--- config.mk ---
export PLATFORM = sky130hd
export DESIGN_NAME = template_list_response_parser
export DESIGN_NICKNAME = d
export VERILOG_FILES = /design/src/hdl/tlrp_pkg.sv /design/src/hdl/tlrp_ram.sv /design/src/hdl/tlrp_parser.sv /design/src/hdl/tlrp_out_buf.sv /design/src/hdl/template_list_response_parser.sv
export SDC_FILE = /design/constraint.sdc
export NUM_CORES = 1
export LEC_CHECK = 0
export ABC_AREA = 1
export BUFFER_PORTS_ARGS = -buffer_cell sky130_fd_sc_hd__buf_2
export CORE_UTILIZATION = 57
export DETAILED_ROUTE_END_ITERATION = 12
export PLACE_DENSITY = 0.77
export SETUP_SLACK_MARGIN = 0.3
export SLEW_MARGIN = 30
export SYNTH_ARGS = -nofsm -noshare
export SYNTH_HDL_FRONTEND = slang
export SYNTH_HIERARCHICAL = 1
export SYNTH_SLANG_ARGS = --single-unit
export TNS_END_PERCENT = 10
--- constraint.sdc ---
create_clock -name i_clk -period 5.28 [get_ports i_clk]
set_input_delay 0.792 -clock i_clk [delete_from_list [all_inputs] [get_ports i_clk]]
set_output_delay 0.792 -clock i_clk [all_outputs]
set_load 0.03 [all_outputs]
--- src/hdl/tlrp_pkg.sv ---
`default_nettype none

package tlrp_pkg;

    // Field widths of the request and result items
    localparam int DATA_W    = 8;
    localparam int ID_W      = 16;
    localparam int NUM_W     = 11;
    localparam int CODE_W    = 8;

    // Packed stream widths on the result side
    localparam int M_TDATA_W = 56;
    localparam int M_TUSER_W = 3;

    // Parse phases, one per byte position in the payload
    typedef enum logic [3:0] {
        PH_IDLE,
        PH_GC_HI,
        PH_GC_LO,
        PH_GID_HI,
        PH_GID_LO,
        PH_TC_HI,
        PH_TC_LO,
        PH_TID_HI,
        PH_TID_LO
    } t_phase;

    // One result item as it travels from the parser to the output buffer
    typedef struct packed {
        logic              entry_valid;
        logic [ID_W-1:0]   group_id;
        logic [ID_W-1:0]   template_id;
        logic [NUM_W-1:0]  entry_number;
        logic              list_done;
        logic              device_error;
        logic [CODE_W-1:0] error_code;
        logic              overflow;
    } t_result;

endpackage

`default_nettype wire

--- src/hdl/tlrp_ram.sv ---
`default_nettype none

module tlrp_ram #(
    parameter int WIDTH = 16,
    parameter int DEPTH = 64,
    parameter int AW    = (DEPTH > 1) ? $clog2(DEPTH) : 1
) (
    input  wire logic             i_clk,
    input  wire logic             i_wr_en,
    input  wire logic [AW-1:0]    i_wr_addr,
    input  wire logic [WIDTH-1:0] i_wr_data,
    input  wire logic [AW-1:0]    i_rd_addr,
    output logic      [WIDTH-1:0] o_rd_data
);

    logic [WIDTH-1:0] r_mem [DEPTH];

    // Write port
    always_ff @(posedge i_clk) begin
        if (i_wr_en) begin
            r_mem[i_wr_addr] <= i_wr_data;
        end
    end

    // Registered read port
    always_ff @(posedge i_clk) begin
        o_rd_data <= r_mem[i_rd_addr];
    end

endmodule

`default_nettype wire

--- src/hdl/tlrp_parser.sv ---
`default_nettype none

module tlrp_parser
    import tlrp_pkg::*;
#(
    parameter int MAX_GROUPS  = 64,
    parameter int MAX_ENTRIES = 1024
) (
    input  wire logic              i_clk,
    input  wire logic              i_rst_n,
    input  wire logic              i_accept,
    input  wire logic [DATA_W-1:0] i_data_byte,
    input  wire logic              i_start_req,
    output logic                   o_res_valid,
    output t_result                o_result
);

    localparam int AW    = (MAX_GROUPS > 1) ? $clog2(MAX_GROUPS) : 1;
    localparam int ENT_W = $clog2(MAX_ENTRIES + 1);
    localparam int CNT_W = (ENT_W > NUM_W) ? ENT_W : NUM_W;

    t_phase             r_phase,   n_phase;
    logic [DATA_W-1:0]  r_hold,    n_hold;
    logic [ID_W-1:0]    r_gtotal,  n_gtotal;
    logic [ID_W-1:0]    r_cursor,  n_cursor;
    logic [ID_W-1:0]    r_tleft,   n_tleft;
    logic [CNT_W-1:0]   r_etotal,  n_etotal;
    logic               r_ovf,     n_ovf;

    logic [ID_W-1:0]    word;
    logic [ID_W-1:0]    cursor_inc;
    logic [ID_W-1:0]    tleft_dec;
    logic [CNT_W-1:0]   etotal_inc;
    logic               group_in_store;
    logic               entry_room;
    logic               wr_en;
    logic [ID_W-1:0]    store_rd_data;

    assign word           = {r_hold, i_data_byte};
    assign cursor_inc     = r_cursor + 16'd1;
    assign tleft_dec      = r_tleft - 16'd1;
    assign etotal_inc     = r_etotal + CNT_W'(1);
    assign group_in_store = (r_cursor < ID_W'(MAX_GROUPS));
    assign entry_room     = (r_etotal < CNT_W'(MAX_ENTRIES));

    // Group identifier store; read continuously at the current group
    tlrp_ram #(
        .WIDTH (ID_W),
        .DEPTH (MAX_GROUPS),
        .AW    (AW)
    ) u_store (
        .i_clk     (i_clk),
        .i_wr_en   (wr_en),
        .i_wr_addr (r_cursor[AW-1:0]),
        .i_wr_data (word),
        .i_rd_addr (r_cursor[AW-1:0]),
        .o_rd_data (store_rd_data)
    );

    // Phase register and parse state
    always_ff @(posedge i_clk) begin
        if (!i_rst_n) begin
            r_phase  <= PH_IDLE;
            r_hold   <= '0;
            r_gtotal <= '0;
            r_cursor <= '0;
            r_tleft  <= '0;
            r_etotal <= '0;
            r_ovf    <= 1'b0;
        end else begin
            r_phase  <= n_phase;
            r_hold   <= n_hold;
            r_gtotal <= n_gtotal;
            r_cursor <= n_cursor;
            r_tleft  <= n_tleft;
            r_etotal <= n_etotal;
            r_ovf    <= n_ovf;
        end
    end

    // Next state and result for one accepted byte
    always_comb begin
        n_phase     = r_phase;
        n_hold      = r_hold;
        n_gtotal    = r_gtotal;
        n_cursor    = r_cursor;
        n_tleft     = r_tleft;
        n_etotal    = r_etotal;
        n_ovf       = r_ovf;
        wr_en       = 1'b0;
        o_res_valid = 1'b0;
        o_result    = '0;

        if (i_accept) begin
            if (i_start_req) begin
                // status byte: restart the list whatever the phase
                n_etotal = '0;
                n_ovf    = 1'b0;
                n_gtotal = '0;
                n_cursor = '0;
                n_tleft  = '0;
                n_hold   = '0;
                if (i_data_byte != '0) begin
                    n_phase                = PH_IDLE;
                    o_res_valid            = 1'b1;
                    o_result.list_done     = 1'b1;
                    o_result.device_error  = 1'b1;
                    o_result.error_code    = i_data_byte;
                end else begin
                    n_phase = PH_GC_HI;
                end
            end else begin
                unique case (r_phase)
                    PH_IDLE: begin
                        n_phase = PH_IDLE;
                    end
                    PH_GC_HI: begin
                        n_hold  = i_data_byte;
                        n_phase = PH_GC_LO;
                    end
                    PH_GID_HI: begin
                        n_hold  = i_data_byte;
                        n_phase = PH_GID_LO;
                    end
                    PH_TC_HI: begin
                        n_hold  = i_data_byte;
                        n_phase = PH_TC_LO;
                    end
                    PH_TID_HI: begin
                        n_hold  = i_data_byte;
                        n_phase = PH_TID_LO;
                    end
                    PH_GC_LO: begin
                        n_gtotal = word;
                        n_cursor = '0;
                        if (word == '0) begin
                            // empty list ends at once
                            n_phase            = PH_IDLE;
                            o_res_valid        = 1'b1;
                            o_result.list_done = 1'b1;
                        end else begin
                            if (word > ID_W'(MAX_GROUPS)) begin
                                n_ovf = 1'b1;
                            end
                            n_phase = PH_GID_HI;
                        end
                    end
                    PH_GID_LO: begin
                        // store only what fits, consume the rest
                        wr_en = group_in_store;
                        if (cursor_inc >= r_gtotal) begin
                            n_cursor = '0;
                            n_phase  = PH_TC_HI;
                        end else begin
                            n_cursor = cursor_inc;
                            n_phase  = PH_GID_HI;
                        end
                    end
                    PH_TC_LO: begin
                        n_tleft = word;
                        if (word == '0) begin
                            // group without templates ends here
                            n_cursor = cursor_inc;
                            if (cursor_inc >= r_gtotal) begin
                                n_phase               = PH_IDLE;
                                o_res_valid           = 1'b1;
                                o_result.list_done    = 1'b1;
                                o_result.entry_number = NUM_W'(r_etotal);
                            end else begin
                                n_phase = PH_TC_HI;
                            end
                        end else begin
                            n_phase = PH_TID_HI;
                        end
                    end
                    PH_TID_LO: begin
                        if (group_in_store && entry_room) begin
                            o_result.entry_valid  = 1'b1;
                            o_result.group_id     = store_rd_data;
                            o_result.template_id  = word;
                            o_result.entry_number = NUM_W'(r_etotal);
                            n_etotal              = etotal_inc;
                            o_res_valid           = 1'b1;
                        end else begin
                            n_ovf = 1'b1;
                        end
                        n_tleft = tleft_dec;
                        if (tleft_dec == '0) begin
                            n_cursor = cursor_inc;
                            if (cursor_inc >= r_gtotal) begin
                                // last template of the last group closes the list
                                n_phase               = PH_IDLE;
                                o_res_valid           = 1'b1;
                                o_result.list_done    = 1'b1;
                                o_result.entry_number = NUM_W'(n_etotal);
                            end else begin
                                n_phase = PH_TC_HI;
                            end
                        end else begin
                            n_phase = PH_TID_HI;
                        end
                    end
                    default: begin
                        n_phase = PH_IDLE;
                    end
                endcase
            end
        end

        o_result.overflow = n_ovf & o_res_valid;
    end

endmodule

`default_nettype wire

--- src/hdl/tlrp_out_buf.sv ---
`default_nettype none

module tlrp_out_buf
    import tlrp_pkg::*;
(
    input  wire logic    i_clk,
    input  wire logic    i_rst_n,
    input  wire logic    i_wr_en,
    input  wire t_result i_wr_data,
    output logic         o_wr_ready,
    output logic         o_rd_valid,
    input  wire logic    i_rd_ready,
    output t_result      o_rd_data
);

    t_result      r_slot [2];
    logic         r_wr_ptr, n_wr_ptr;
    logic         r_rd_ptr, n_rd_ptr;
    logic [1:0]   r_count,  n_count;
    logic         rd_en;

    assign o_wr_ready = (r_count != 2'd2);
    assign o_rd_valid = (r_count != 2'd0);
    assign o_rd_data  = r_slot[r_rd_ptr];
    assign rd_en      = o_rd_valid & i_rd_ready;

    // Pointer and fill level update
    always_comb begin
        n_wr_ptr = r_wr_ptr ^ i_wr_en;
        n_rd_ptr = r_rd_ptr ^ rd_en;
        n_count  = r_count + {1'b0, i_wr_en} - {1'b0, rd_en};
    end

    always_ff @(posedge i_clk) begin
        if (!i_rst_n) begin
            r_wr_ptr <= 1'b0;
            r_rd_ptr <= 1'b0;
            r_count  <= 2'd0;
        end else begin
            r_wr_ptr <= n_wr_ptr;
            r_rd_ptr <= n_rd_ptr;
            r_count  <= n_count;
        end
    end

    // Hold results until the downstream side takes them
    always_ff @(posedge i_clk) begin
        if (i_wr_en) begin
            r_slot[r_wr_ptr] <= i_wr_data;
        end
    end

endmodule

`default_nettype wire

--- src/hdl/template_list_response_parser.sv ---
// Channel  | Dir | Signals           | Content
// ---------+-----+-------------------+------------------------------------------------
// s_axis   | in  | tdata[7:0]        | data_byte
//          |     | tuser[0]          | start_req
// m_axis   | out | tdata[55:0]       | group_id, template_id, entry_number, error_code
//          |     | tuser[2:0]        | entry_valid, device_error, overflow
//          |     | tlast             | list_done
//
// One byte is taken per cycle while s_axis_tready is high; any result is
// buffered and then offered. The parse state and a group store with registered
// read sit before a two-slot output buffer, so a byte is still taken while one
// result waits. s_axis_tready drops only when both output slots are full.
// i_rst_n is synchronous and active low; it returns the parser to idle and
// empties the output buffer. The group store needs no clearing.
`default_nettype none

module template_list_response_parser
    import tlrp_pkg::*;
#(
    parameter int MAX_GROUPS  = 64,
    parameter int MAX_ENTRIES = 1024
) (
    input  wire logic                 i_clk,
    input  wire logic                 i_rst_n,
    input  wire logic                 s_axis_tvalid,
    output logic                      s_axis_tready,
    input  wire logic [DATA_W-1:0]    s_axis_tdata,   // [7:0] data_byte
    input  wire logic                 s_axis_tuser,   // [0] start_req
    output logic                      m_axis_tvalid,
    input  wire logic                 m_axis_tready,
    // [15:0] group_id, [31:16] template_id, [42:32] entry_number,
    // [50:43] error_code, [55:51] zero
    output logic [M_TDATA_W-1:0]      m_axis_tdata,
    // [0] entry_valid, [1] device_error, [2] overflow
    output logic [M_TUSER_W-1:0]      m_axis_tuser,
    output logic                      m_axis_tlast    // list_done
);

    logic    accept;
    logic    res_valid;
    t_result result;
    t_result out_res;

    assign accept = s_axis_tvalid & s_axis_tready;

    // Parse one request byte per cycle whenever a byte is accepted
    tlrp_parser #(
        .MAX_GROUPS  (MAX_GROUPS),
        .MAX_ENTRIES (MAX_ENTRIES)
    ) u_parser (
        .i_clk       (i_clk),
        .i_rst_n     (i_rst_n),
        .i_accept    (accept),
        .i_data_byte (s_axis_tdata),
        .i_start_req (s_axis_tuser),
        .o_res_valid (res_valid),
        .o_result    (result)
    );

    // Decouple the result side from the request side
    tlrp_out_buf u_out_buf (
        .i_clk      (i_clk),
        .i_rst_n    (i_rst_n),
        .i_wr_en    (res_valid),
        .i_wr_data  (result),
        .o_wr_ready (s_axis_tready),
        .o_rd_valid (m_axis_tvalid),
        .i_rd_ready (m_axis_tready),
        .o_rd_data  (out_res)
    );

    // Pack the result fields onto the stream
    assign m_axis_tdata = {5'd0, out_res.error_code, out_res.entry_number,
                           out_res.template_id, out_res.group_id};
    assign m_axis_tuser = {out_res.overflow, out_res.device_error, out_res.entry_valid};
    assign m_axis_tlast = out_res.list_done;

endmodule

`default_nettype wire

==> flow_metrics.env <==
export IMPL_synth_edf_count=1134
export IMPL_synthCells=4581
export IMPL_clk_latency_ns=0.70
export IMPL_ys_flop_type="edfxtp_1"
export IMPL_clock_fmax_ghz=0.216
export IMPL_placed_area_mm2=0.0532
export IMPL_synth_avg_cell_area_um2=11.3
export IMPL_start_util_pct=57.7
export IMPL_first_iter_violations=4059
export IMPL_cap_violations=0
export IMPL_grt_max_degree=240
export IMPL_ys_ff_latch=1227
export IMPL_p_leak_uw=0.0208
export IMPL_postCtsHoldBufs=0
export IMPL_antenna_cells=0
export IMPL_drc_errors=0
export IMPL_final_cell_area_mm2=0.0569
export IMPL_critical_path_class="flop to flop"
export IMPL_cts_root_buf="clkbuf_16"
export IMPL_end_kind="flop"
export IMPL_cts_buffers=116
export IMPL_yosysSeqAreaShare_pct=69.1
export IMPL_drtAntennaViolNets=0
export IMPL_routed_wirelength_mm=131
export IMPL_fp_dieH_um=304
export IMPL_synth_warnings=6
export IMPL_crit_slowest_cell="dfxtp_4"
export IMPL_synthesis_area_mm2=0.0520
export IMPL_setup_violations=0
export IMPL_vias=35000
export IMPL_layout_common_cells="nand2_1 (1513), edfxtp_1 (1134), nand3_1 (914)"
export IMPL_slowest_delay_ns=0.52
export IMPL_port_buffers=69
export IMPL_cts_max_path_buffers=3
export IMPL_synthArstFlopShare_pct=0
export IMPL_cts_resized=0
export IMPL_grt_pass1_vias=33000
export IMPL_gp_congestion=0.921
export IMPL_yosysUniqueCellTypes=55
export IMPL_die_area_mm2=0.0924
export IMPL_path_cells="nand3_1 -> inv_1 -> nand4_1 -> nor2_1 -> nand3_1 -> nor2_1 -> nand2_1 -> xor2_1 -> inv_1 -> ha_1 -> nand2_1 -> nor4_1 -> nand2_1 -> nand3_2 -> nand2_1 -> nor2_4 -> inv_1 -> nand4_1 -> nand2_1 -> inv_1 -> ha_2 -> buf_12"
export IMPL_grt_pass1_wl_mm=196
export IMPL_slew_headroom_pct=26.6
export IMPL_grt_use_total_pct=27.9
export IMPL_rsz0062_at_grt="false"
export IMPL_cp_top_family="simple AND/OR/NAND/NOR gates"
export IMPL_hpwlAfterDp_mm=71.4
export IMPL_nNetsFinal=4672
export IMPL_power_density_mw_per_mm2=368
export IMPL_cts_htree_levels=3
export IMPL_drive_gt1_share_pct=10.5
export IMPL_first_pass_iters=8
export IMPL_cts_tree="yes"
export IMPL_clkSinkCount=1227
export IMPL_wire_per_inst_um=22.1
export IMPL_critPathArrivalTime_ns=4.98
export IMPL_core_mm2=0.0901
export IMPL_gr_total_overflow=0
export IMPL_layout_area_overhead_vs_synth_pct=9.51
export IMPL_fin_crit_sh_pct=87.6
export IMPL_worst_slew_pin_slew_ns=1.10
export IMPL_die_w_um=304
export IMPL_clk_pin_slew_ns=0.06
export IMPL_skew_ns=0.0251
export IMPL_ioPinCount=75
export IMPL_final_common_cell="nand2_1"
export IMPL_worstPathRequired_ns=5.63
export IMPL_status="completed"
export IMPL_place_ws_ns=0.727
export IMPL_cp_common_cell="nand2_1"
export IMPL_rows=110
export IMPL_hold_violations=0
export IMPL_min_path_type="input pin to flop"
export IMPL_fin_tns_setup_ns=0
export IMPL_start_kind="flop"
export IMPL_post_cts_buffers=0
export IMPL_routed_via_density=5.92
export IMPL_critical_path_buf_inv_count=5
export IMPL_setup_slack_ns=0.657
export IMPL_ir_drop_mv=0.284
export IMPL_period_needed_ns=4.62
export IMPL_cp_max_fo=55
export IMPL_slew_viol_final=0
export IMPL_antenna_found_initial=4
[flip-flops by register name, summed over array words and instances, names as in the netlist, named ones only]
| signal | cells |
|---|---|
| u_parser/u_store/r_mem | 1024 |
| u_out_buf/r_slot | 110 |
| u_parser/r_cursor | 16 |
| u_parser/r_gtotal | 16 |
| u_parser/r_tleft | 16 |
| u_parser/u_store/o_rd_data | 16 |
| u_parser/r_etotal | 11 |
| u_parser/r_hold | 8 |
| u_parser/r_phase | 4 |
| u_out_buf/r_count | 2 |
| u_out_buf/r_rd_ptr | 1 |
| u_out_buf/r_wr_ptr | 1 |
| u_parser/r_ovf | 1 |
[layer usage]
metal | vias to the layer above | global-route usage, % | part of all wire, %
li1 | 16000 | - | -
met1 | 16700 | 36.5 | 37
met2 | 1933 | 45.6 | 48
met3 | 332 | 4.43 | 9.6
met4 | 0 | 13.8 | 4.9
met5 | - | 0 | 0
[worst register-to-register path: cells and delay by family, from the launching register on]
kind,cells,cell delay (ns)
flops,1,0.52
xor+xnor,1,0.20
fa+ha+maj,2,0.50
simple gates,14,2.33
buf+inv,5,0.66
[synthesized netlist by cell type (3+ instances only)]
master	number	area (um2)
nand2_1	1513	5680
edfxtp_1	1134	34100
nand3_1	914	4570
nor2_1	173	649
inv_1	129	484
buf_2	122	611
a21oi_1	93	465
dfxtp_1	93	1860
buf_6	50	563
mux2_4	50	751
clkbuf_1	46	173
nand4_1	32	200
o21ai_0	26	130
ha_1	25	313
buf_4	24	180
buf_1	17	63.8
xor2_1	16	140
nand3_2	13	130
nor4_1	10	62.6
inv_2	9	33.8
nor2_2	7	43.8
buf_12	6	120
nand2_2	6	37.5
nand3b_1	6	45.0
nor3_1	6	30.0
a21oi_2	5	43.8
mux2_2	5	56.3
nor2_4	5	56.3
o211ai_1	5	37.5
and2_1	4	25.0
o21ai_1	4	20.0
a211oi_1	3	22.5
[report_power, final]
group	switching, uW	internal [uW]
Clock	3470	4610
Sequential	80.3	10700
Combinational	1490	590
[final timing paths]
path	startpoint	to	slack, ns	depth (start not counted)
setup / recovery	u_parser/r_cursor[2]	u_out_buf/r_slot[1][52]	0.66	22
hold reg to reg	u_parser/r_gtotal[14]	u_parser/r_gtotal[14]	0.46	2
hold / removal	m_axis_tready	flop	0.41	4
setup reg to reg	u_parser/r_cursor[2]	u_out_buf/r_slot[1][52]	0.66	22
[final cells by class]
cell class,count,area (um2)
Sequential cell,1227,35900
Clock buffer,159,3110
Inverter,140,552
Multi-Input combinational cell,2949,13900
Fill cell,6475,33200
Timing Repair Buffer,200,1430
Clock inverter,59,566
Tap cell,1176,1470
[kinds of logic after synthesis]
family                     Yosys count  synth area share, %
AOI/OAI and AO/OA                  145                 1.51
xor gates and xnor gates            18                0.318
adders and majority gates           25                0.602
buffers and inverters              409                 4.40
DFF                               1227                 69.1
muxes                               55                 1.55
other                                1              0.00721
and+or+nand+nor                   2701                 22.5
[metrics by stage]
stage	hold slack (ns)	instances	utilization [%]	power, uW
floorplan	0.441	4585	-	12400
global placement	0.449	5691	59.0	13000
global route	0.434	5910	63.1	21500
detailed placement	0.455	5691	59.0	13000
finish	0.409	5910	63.1	20900
CTS	0.368	5909	63.1	21000
Power figures use the tool's default switching activity.
